File: src/hdl/positional_list_insert_delete_core_macros.svh
// assertion macros for the positional list core
`ifndef POSITIONAL_LIST_INSERT_DELETE_CORE_MACROS_SVH
`define POSITIONAL_LIST_INSERT_DELETE_CORE_MACROS_SVH

// same-cycle implication, sampled on clk, off while rst_n is low
`define PLI_ASSERT_IMP(lbl, ante, cons, msg) \
  lbl: assert property (@(posedge clk) disable iff (!rst_n) (ante) |-> (cons)) \
    else $error(msg);

// next-cycle implication, sampled on clk, off while rst_n is low
`define PLI_ASSERT_NXT(lbl, ante, cons, msg) \
  lbl: assert property (@(posedge clk) disable iff (!rst_n) (ante) |=> (cons)) \
    else $error(msg);

`endif

File: src/hdl/pli_pkg.sv
// shared constants and types of the positional list core
package pli_pkg;

  localparam int DEPTH   = 64;
  localparam int ADDR_W  = $clog2(DEPTH);
  localparam int CNT_W   = $clog2(DEPTH + 1);
  localparam int VALUE_W = 32;
  localparam int POS_W   = 8;

  localparam logic [1:0] OP_INSERT = 2'd0;
  localparam logic [1:0] OP_GET    = 2'd1;
  localparam logic [1:0] OP_DELETE = 2'd2;
  localparam logic [1:0] OP_CLEAR  = 2'd3;

  localparam logic [1:0] ST_OK    = 2'd0;
  localparam logic [1:0] ST_FULL  = 2'd1;
  localparam logic [1:0] ST_EMPTY = 2'd2;
  localparam logic [1:0] ST_RANGE = 2'd3;

  typedef struct packed {
    logic               we;
    logic [ADDR_W-1:0]  waddr;
    logic [VALUE_W-1:0] wdata;
    logic               re;
    logic [ADDR_W-1:0]  raddr;
  } mem_req_t;

endpackage

File: src/hdl/pli_store.sv
// entry memory: one write port, one read port with registered read data
module pli_store (
  input  logic                              clk,
  input  pli_pkg::mem_req_t                 req,
  output logic [pli_pkg::VALUE_W-1:0]       rdata
);

  logic [pli_pkg::VALUE_W-1:0] mem [pli_pkg::DEPTH];

  always_ff @(posedge clk) begin
    if (req.we) begin
      mem[req.waddr] <= req.wdata;
    end
    if (req.re) begin
      rdata <= mem[req.raddr];
    end
  end

endmodule

File: src/hdl/positional_list_insert_delete_core.sv
// top level of the positional list core: control sequencer, count and result register
//
// channel | dir | payload
// in_     | in  | tuser: opcode; tdata: position, entry_value
// out_    | out | tuser: status; tdata: read_value, actual_position, current_length
// cfg_    | in  | data: list_capacity
//
// insert moves the entries at and above position up one slot before it writes, delete reads
// the entry and moves those above it down one slot; the entry memory moves one entry per cycle.
// rst_n empties the list and sets the capacity to 64; the memory itself is not cleared.
// a new request is taken whenever the sequencer is idle, even while a result waits.
// a finished result waits in the sequencer until the output register is free.
`include "positional_list_insert_delete_core_macros.svh"

module positional_list_insert_delete_core (
  input  logic        clk,
  input  logic        rst_n,
  input  logic        in_tvalid,
  output logic        in_tready,
  input  logic [39:0] in_tdata,   // [7:0] position, [39:8] entry_value
  input  logic [1:0]  in_tuser,   // [1:0] opcode
  output logic        out_tvalid,
  input  logic        out_tready,
  output logic [47:0] out_tdata,  // [31:0] read_value, [37:32] actual_position,
                                  // [44:38] current_length, [47:45] zero
  output logic [1:0]  out_tuser,  // [1:0] status
  input  logic        cfg_valid,
  output logic        cfg_ready,
  input  logic [6:0]  cfg_data
);

  localparam int AW = pli_pkg::ADDR_W;
  localparam int CW = pli_pkg::CNT_W;
  localparam int VW = pli_pkg::VALUE_W;
  localparam int PW = pli_pkg::POS_W;

  typedef enum logic [5:0] {
    S_IDLE     = 6'b000001,
    S_SHIFT_UP = 6'b000010,
    S_INS_WR   = 6'b000100,
    S_RD       = 6'b001000,
    S_SHIFT_DN = 6'b010000,
    S_DONE     = 6'b100000
  } state_t;

  state_t            state_r, state_nxt;
  logic [CW-1:0]     count_r, count_nxt;
  logic [6:0]        cap_r;
  logic [1:0]        op_r, op_nxt;
  logic [AW-1:0]     pos_r, pos_nxt;
  logic [VW-1:0]     val_r, val_nxt;
  logic [CW-1:0]     cur_r, cur_nxt;
  logic              lastrd_r, lastrd_nxt;
  logic              lastfirst_r, lastfirst_nxt;
  logic [AW-1:0]     lastaddr_r, lastaddr_nxt;
  logic [1:0]        res_status_r, res_status_nxt;
  logic [VW-1:0]     res_value_r, res_value_nxt;
  logic [AW-1:0]     res_pos_r, res_pos_nxt;
  logic              out_valid_r, out_valid_nxt;
  logic [1:0]        out_status_r, out_status_nxt;
  logic [VW-1:0]     out_value_r, out_value_nxt;
  logic [AW-1:0]     out_pos_r, out_pos_nxt;
  logic [CW-1:0]     out_len_r, out_len_nxt;

  pli_pkg::mem_req_t mreq;
  logic [VW-1:0]     rdata;

  logic              accept;
  logic [1:0]        in_op;
  logic [PW-1:0]     in_pos;
  logic [VW-1:0]     in_val;
  logic [6:0]        eff_cap;
  logic              is_full;
  logic              is_empty;
  logic              is_range;
  logic [AW-1:0]     clamp_pos;

  pli_store u_store (
    .clk   (clk),
    .req   (mreq),
    .rdata (rdata)
  );

  assign in_op  = in_tuser[1:0];
  assign in_pos = in_tdata[PW-1:0];
  assign in_val = in_tdata[PW+VW-1:PW];

  assign in_tready = (state_r == S_IDLE);
  assign accept    = in_tvalid && in_tready;
  assign cfg_ready = 1'b1;

  assign eff_cap   = (cap_r > 7'(pli_pkg::DEPTH)) ? 7'(pli_pkg::DEPTH) : cap_r;
  assign is_full   = (count_r >= eff_cap);
  assign is_empty  = (count_r == '0);
  assign is_range  = ({1'b0, in_pos} >= (PW + 1)'(count_r));
  // insert past the end lands at the end
  assign clamp_pos = ({1'b0, in_pos} > (PW + 1)'(count_r)) ? AW'(count_r) : AW'(in_pos);

  always_comb begin
    state_nxt      = state_r;
    count_nxt      = count_r;
    op_nxt         = op_r;
    pos_nxt        = pos_r;
    val_nxt        = val_r;
    cur_nxt        = cur_r;
    lastrd_nxt     = lastrd_r;
    lastfirst_nxt  = lastfirst_r;
    lastaddr_nxt   = lastaddr_r;
    res_status_nxt = res_status_r;
    res_value_nxt  = res_value_r;
    res_pos_nxt    = res_pos_r;
    out_status_nxt = out_status_r;
    out_value_nxt  = out_value_r;
    out_pos_nxt    = out_pos_r;
    out_len_nxt    = out_len_r;
    out_valid_nxt  = out_valid_r && !out_tready;
    mreq           = '0;

    case (state_r)
      S_IDLE: begin
        if (accept) begin
          op_nxt         = in_op;
          val_nxt        = in_val;
          res_status_nxt = pli_pkg::ST_OK;
          res_value_nxt  = '0;
          res_pos_nxt    = '0;
          lastrd_nxt     = 1'b0;
          state_nxt      = S_DONE;
          case (in_op)
            pli_pkg::OP_INSERT: begin
              if (is_full) begin
                res_status_nxt = pli_pkg::ST_FULL;
              end else begin
                pos_nxt     = clamp_pos;
                res_pos_nxt = clamp_pos;
                cur_nxt     = count_r;
                state_nxt   = S_SHIFT_UP;
              end
            end
            pli_pkg::OP_GET, pli_pkg::OP_DELETE: begin
              if (is_empty) begin
                res_status_nxt = pli_pkg::ST_EMPTY;
              end else if (is_range) begin
                res_status_nxt = pli_pkg::ST_RANGE;
              end else begin
                pos_nxt   = AW'(in_pos);
                state_nxt = S_RD;
              end
            end
            pli_pkg::OP_CLEAR: begin
              count_nxt = '0;
            end
            default: begin
              state_nxt = S_DONE;
            end
          endcase
        end
      end

      // walk down from the top, moving each entry one slot up
      S_SHIFT_UP: begin
        if (lastrd_r) begin
          mreq.we    = 1'b1;
          mreq.waddr = lastaddr_r + AW'(1);
          mreq.wdata = rdata;
        end
        if (cur_r != CW'(pos_r)) begin
          mreq.re      = 1'b1;
          mreq.raddr   = AW'(cur_r - CW'(1));
          lastrd_nxt   = 1'b1;
          lastaddr_nxt = AW'(cur_r - CW'(1));
          cur_nxt      = cur_r - CW'(1);
        end else begin
          lastrd_nxt = 1'b0;
          state_nxt  = S_INS_WR;
        end
      end

      S_INS_WR: begin
        mreq.we    = 1'b1;
        mreq.waddr = pos_r;
        mreq.wdata = val_r;
        count_nxt  = count_r + CW'(1);
        state_nxt  = S_DONE;
      end

      S_RD: begin
        mreq.re       = 1'b1;
        mreq.raddr    = pos_r;
        lastrd_nxt    = 1'b1;
        lastfirst_nxt = 1'b1;
        lastaddr_nxt  = pos_r;
        cur_nxt       = CW'(pos_r) + CW'(1);
        state_nxt     = S_SHIFT_DN;
      end

      // first read is the result, later ones move one slot down
      S_SHIFT_DN: begin
        if (lastrd_r) begin
          if (lastfirst_r) begin
            res_value_nxt = rdata;
          end else begin
            mreq.we    = 1'b1;
            mreq.waddr = lastaddr_r - AW'(1);
            mreq.wdata = rdata;
          end
        end
        lastfirst_nxt = 1'b0;
        if (op_r == pli_pkg::OP_DELETE && cur_r < count_r) begin
          mreq.re      = 1'b1;
          mreq.raddr   = AW'(cur_r);
          lastrd_nxt   = 1'b1;
          lastaddr_nxt = AW'(cur_r);
          cur_nxt      = cur_r + CW'(1);
        end else begin
          lastrd_nxt = 1'b0;
          if (op_r == pli_pkg::OP_DELETE) begin
            count_nxt = count_r - CW'(1);
          end
          state_nxt = S_DONE;
        end
      end

      S_DONE: begin
        if (!out_valid_r || out_tready) begin
          out_valid_nxt  = 1'b1;
          out_status_nxt = res_status_r;
          out_value_nxt  = res_value_r;
          out_pos_nxt    = res_pos_r;
          out_len_nxt    = count_r;
          state_nxt      = S_IDLE;
        end
      end

      default: begin
        state_nxt = S_IDLE;
      end
    endcase
  end

  always_ff @(posedge clk) begin
    if (!rst_n) begin
      state_r     <= S_IDLE;
      count_r     <= '0;
      cap_r       <= 7'd64;
      lastrd_r    <= 1'b0;
      lastfirst_r <= 1'b0;
      out_valid_r <= 1'b0;
    end else begin
      state_r     <= state_nxt;
      count_r     <= count_nxt;
      lastrd_r    <= lastrd_nxt;
      lastfirst_r <= lastfirst_nxt;
      out_valid_r <= out_valid_nxt;
      if (cfg_valid && cfg_ready) begin
        cap_r <= cfg_data;
      end
    end
  end

  always_ff @(posedge clk) begin
    op_r         <= op_nxt;
    pos_r        <= pos_nxt;
    val_r        <= val_nxt;
    cur_r        <= cur_nxt;
    lastaddr_r   <= lastaddr_nxt;
    res_status_r <= res_status_nxt;
    res_value_r  <= res_value_nxt;
    res_pos_r    <= res_pos_nxt;
    out_status_r <= out_status_nxt;
    out_value_r  <= out_value_nxt;
    out_pos_r    <= out_pos_nxt;
    out_len_r    <= out_len_nxt;
  end

  assign out_tvalid = out_valid_r;
  assign out_tuser  = out_status_r;
  assign out_tdata  = {3'b000, out_len_r, out_pos_r, out_value_r};

  `PLI_ASSERT_NXT(a_accept_starts, accept, state_r != S_IDLE, "request left sequencer idle")
  `PLI_ASSERT_IMP(a_no_addr_clash, mreq.we && mreq.re, mreq.waddr != mreq.raddr, "entry clash")
  `PLI_ASSERT_IMP(a_count_bound, 1'b1, count_r <= CW'(pli_pkg::DEPTH), "entry count above depth")
  `PLI_ASSERT_IMP(a_idle_no_read, state_r == S_IDLE, !lastrd_r, "read still in flight while idle")

endmodule
File: config.mk
export PLATFORM = sky130hd
export DESIGN_NAME = positional_list_insert_delete_core
export DESIGN_NICKNAME = d
export VERILOG_FILES = /design/src/hdl/pli_pkg.sv /design/src/hdl/pli_store.sv /design/src/hdl/positional_list_insert_delete_core.sv
export VERILOG_INCLUDE_DIRS = /design/src /design/src/hdl
export SDC_FILE = /design/constraint.sdc
export NUM_CORES = 2
export LEC_CHECK = 0
export ABC_CLOCK_PERIOD_IN_PS = 9700
export BUFFER_PORTS_ARGS = -buffer_cell sky130_fd_sc_hd__buf_2
export CORE_MARGIN = 3
export CORE_UTILIZATION = 60
export DETAILED_ROUTE_END_ITERATION = 10
export PLACE_DENSITY = 0.76
export SYNTH_ARGS = -nofsm -noshare
export SYNTH_HDL_FRONTEND = slang
export SYNTH_HIERARCHICAL = 1
export SYNTH_SLANG_ARGS = --single-unit
File: constraint.sdc
create_clock -name clk -period 9.7 [get_ports clk]
set_input_delay 1.455 -clock clk [delete_from_list [all_inputs] [get_ports clk]]
set_output_delay 1.455 -clock clk [all_outputs]
set_load 0.01 [all_outputs]
; ---- Word-level counts from Yosys, hierarchy flattened
; Memory sizes are Yosys's and may differ from the RTL's. A register that Yosys moved wholly into a read port is not among the register bits.
; Cells that the tools add are included.
[op_classes]
addsub = 7
order_cmp = 5
eq_ne = 26
muxes = 53
n_bitwise = 1
reduce_logical = 25
[op_table]
columns = operator, count
row1 = 39-bit 2-to-1 mux, 3
row2 = 39-bit case mux with 3 select lines, 1
row3 = 32-bit 2-to-1 mux, 3
row4 = 7-bit 2-to-1 mux, 12
row5 = 6-bit 2-to-1 mux, 13
row6 = 32-bit case mux with 2 select lines, 1
row7 = 7-bit case mux with 3 select lines, 2
row8 = 6-bit case mux with 6 select lines, 1
row9 = 7-bit case mux with 4 select lines, 1
row10 = 2-bit != test (second input constant), 12
row11 = 6-bit case mux with 2 select lines, 2
row12 = 6-bit case mux with 3 select lines, 1
row13 = 7-bit by 1-bit adder with 7-bit output (second input constant), 2
row14 = 7-bit by 1-bit subtractor with 7-bit output (second input constant), 2
row15 = 6-bit AND reduction, 2
row16 = 8-bit by 7-bit >= comparator with 1-bit output, 1
row17 = 8-bit by 7-bit > comparator with 1-bit output, 1
row18 = 1-bit 2-to-1 mux, 8
row19 = 4-bit AND reduction, 2
row20 = 6-bit by 1-bit adder with 7-bit output (second input constant), 1
row21 = 7-bit >= comparator, 1
row22 = 7-bit > comparator (second input constant), 1
row23 = 7-bit zero test, 1
row24 = 7-bit < comparator, 1
row25 = other kinds (28), 42
[word_totals]
regBits = 163
ramBits = 2048
inputBits = 54
output_inout_bits = 53
memories = 1
[mem_list]
columns = memory, depth, word_bits, rd, rd_clocked_by_memory_dff, wr, line
row1 = u_store.mem, 64, 32, 1, 1, 1, pli_store.sv:8  ; logic [pli_pkg::VALUE_W-1:0] mem [pli_pkg::DEPTH];

; ---- Logic depth before layout (Yosys ltp)
[logic_depth]
word_depth = 7
depth_mapped = 17
mapped_depth_nobuf = 13

; ---- Hierarchy
; Netlist, hierarchy kept.
[modules_own_cells]
columns = mod, instances, cells_per_inst, area_per_inst_um2, seq_area_each_um2
row1 = pli_store, 1, 3323, 78825.6, 62459.9
row2 = positional_list_insert_delete_core, 1, 624, 7802.5, 4664.5

; ---- Least setup slack after synthesis
; OpenSTA, ideal clock, no wires.
[synth_path]
path_kind = register to register
startpoint = reg state_r[3]
endpoint = mem u_store/mem[32][0] (netlist name), enable pin
t_arrival_ps = 4236
required_time_ps = 9239
slack_ps = 5003
stages_incl_launch_ff = 9
cell_sequence = dfxtp_1 -> or4_4 -> nor3b_4 -> buf_2 -> a22oi_1 -> o21ai_1 -> clkbuf_1 -> nand4b_1 -> nor3_1
[synth_rtl]
columns = item, line
row1 = start: declaration, positional_list_insert_delete_core.sv:46  ; state_t state_r, state_nxt;
row2 = start signal: assignment, positional_list_insert_delete_core.sv:250  ; state_r <= state_nxt;
row3 = end: declaration, pli_store.sv:8

==> out/metrics.yaml <==
status: "finished, final reports clean"
antenna_found_initial: 9
wl_per_cell_um: 35.8
track_usage_pct: 30.6
post-route-period-util_pct: 65.3
synth_xor_area_share_pct: 0.233
final_cell_mix: "2220 x edfxtp_1, 544 x mux4_2, 208 x clkbuf_16"
hold_depth: 0
slew_headroom_pct: 8.86
clk_latency_ps: 860
core_area_um2: 142000
ant_nets: 0
cts_buffers: 205
cts_tree: "done"
crit_arrival_ps: 6900
fmax_mhz: 158
holdBufCountCts: 0
fin_ws_ps: 3370
ys_ff_latch: 2243
final_common_cell: "edfxtp_1"
initial_utilization_pct: 60.8
finalSetupViolCount: 0
tns_ps: 0
postSynthCellCount: 3947
crit_chain: "nor4_4 -> buf_4 -> nand2_1 -> inv_2 -> nand2_1 -> o221ai_4 -> buf_12 -> nand2_1 -> o22ai_1 -> nor2_1 -> a21oi_1 -> nor2_1"
dp_hpwl_um: 115000
root_buffer: "clkbuf_16"
hold_violations: 0
grt_max_degree: 120
max-cap-violations: 0
async_flop_share_pct: 0
whs_ps: 417
cts_max_path_buffers: 3
grt_pass1_wl_um: 319000
grt-ovfl-total: 0
synth_cell_types: 75
skew_ps: 52.2
rows: 138
seq_area_um2: 67100
ys_seq_area_share_pct: 77.5
drc_errors: 0
layout-drive-gt1-share_pct: 26.7
fp.dieArea_um2: 149000
cp_data_required_time_ps: 10270
synth_edf_count: 2220
ys_warn_count: 6
htreeDepth: 4
synth_simple_gate_area_share_pct: 2.28
power_density_nw_per_um2: 192
cp_max_fo: 119
critPathLaunchType: "register"
period_needed_ps: 6330
drt-initial-drc-count: 6309
slew_violations: 0
reg2reg_depth: 12
slowest_stage: "nand2_1"
synth_area_per_cell_um2: 21.9
grt_pass1_vias: 43800
dominantRegCellSynth: "edfxtp_1"
synth_compound_area_share_pct: 2.67
synth_fa_ha_area_share_pct: 0.485
cpPeakStageDelay_ps: 1060
port_buffers: 102
yosys-mux-area-fraction_pct: 15.5
drt_first_pass_iters: 8
syn2layout_area_growth_pct: 11.3
power.leakage_nw: 24.5
peakVddDrop_v: 0.000201
final_nets: 4237
syn_area_um2: 86600
pre_cts_ws_ps: 3490
path_class: "register to register"
multi_input_area_um2: 19000
wl_um: 222000
rsz0062_at_grt: "no"
crit_path_end_kind: "register"
die_w_um: 386
cts_resized: 0
cp_common_cell: "nand2_1"
cts.clk_slew.worst_paths_ps: 60
ioPinCount: 107
postCtsSetupBuffers: 0
gp_congestion: 0.871
route.vias.total: 43600
worst_pin_slew_ps: 1360
worstHoldPathType: "register to register"
cts_num_sinks: 2243
via_per_inst: 7.01
die_h_um: 386
synth_top_family_by_area: "multiplexers"
fill_cells: 8438
registers in the layout, summed over array words and instances, names as in the netlist, 7 cells and up:
signal,cells
u_store/mem,2048
out_value_r,32
res_value_r,32
u_store/rdata,32
val_r,32
cap_r,7
count_r,7
cur_r,7
out_len_r,7
worst paths after layout:
kind                                      start                           to  slack (ps)
hold reg to reg   res_value_r[22]$_SDFFCE_PN0P_    out_value_r[22]$_DFFE_PP_         420
hold / removal    res_value_r[22]$_SDFFCE_PN0P_    out_value_r[22]$_DFFE_PP_         420
setup reg to reg        state_r[1]$_SDFFE_PN0P_  u_store/rdata[11]$_DFFE_PP_        3370
setup / recovery        state_r[1]$_SDFFE_PN0P_  u_store/rdata[11]$_DFFE_PP_        3370
cell families (layout without fill, tap and decap cells):
| kind of cell | count (synthesis) | count (layout) |
|---|---|---|
| DFF | 2243 | 2243 |
| muxes | 664 | 664 |
| and+or+nand+nor | 409 | 409 |
| AOI/OAI and AO/OA | 334 | 334 |
| buffers and inverters | 239 | 613 |
| adders and majority gates | 33 | 33 |
| xor gates and xnor gates | 23 | 23 |
| other | 2 | 10 |
worst max-delay path, delay by kind of cell, from the launching register on:
family	cells	cell delay [ps]
AO/OA/AOI/OAI	3	1910
AND/OR/NAND/NOR	6	2180
buffers and inverters	3	1470
flip-flops	1	400
metrics by stage:
step | total power, W | util, % | std cells | instance area, µm²
finish | 0.0185 | 67.7 | 6219 | 96400
CTS | 0.0186 | 67.7 | 6213 | 96400
floorplan | 0.0109 | - | 3949 | 86600
detailed placement | 0.0110 | 63.2 | 5833 | 90000
global route | 0.0189 | 67.7 | 6214 | 96400
global placement | 0.0110 | 63.2 | 5833 | 90000
synth_stat cells (all sizes together) (4+ instances only):
cell       n  area (µm²)
buf      124         696
a22o      34         298
mux2       5        56.3
a21oi     77         385
a311oi     8        70.1
o32ai      4        35.0
clkbuf    93         349
nand4      6        37.5
a41o       4        40.0
nand2     70         263
nor3      16        80.1
mux2i    115        1150
nand3     19        95.1
nor2b     21         131
and3      37         231
or3b       7        61.3
or2        5        31.3
a31oi      9        62.6
o211ai     6        45.0
or3        8        50.1
and2       5        31.3
edfxtp  2220       66700
o21ai     23         119
a221o      5        50.1
dfxtp     23         460
mux4     544       12300
nand3b     9        67.6
o22ai     84         526
ha        32         400
xor2      15         131
xnor2      8        70.1
a21o       5        37.5
nand2b    14        87.6
inv       21        78.8
o221ai    36         315
nor2     179         672
a211oi     4        30.0
a22oi     16         120
cell type report:
type,instances,area share (%)
inverters,22,0.0857
flip-flops and latches,2243,69.6
diodes,6,0.0156
well taps,1890,2.45
repair buffers,211,1.48
clock inverters,118,0.964
multi-input cells,1467,19.7
clock buffers,262,5.64
routing by layer:
layer / vias to the layer above / part of all wire, % / wire, µm / GRT usage [%]
li1: 17100 / - / - / -
met1: 22700 / 34 / 75900 / 41.5
met2: 3254 / 48 / 106000 / 47.3
met3: 559 / 13 / 29400 / 8.32
met4: 4 / 5.0 / 11100 / 13.6
met5: - / 0.010 / 23 / 0
power by group:
part	internal (W)	switching, W
clock	0.00419	0.00349
combinational	0.0000630	0.000139
sequential	0.0106	0.0000311
total	0.0148	0.00366
(Power assumes the default switching activity.)
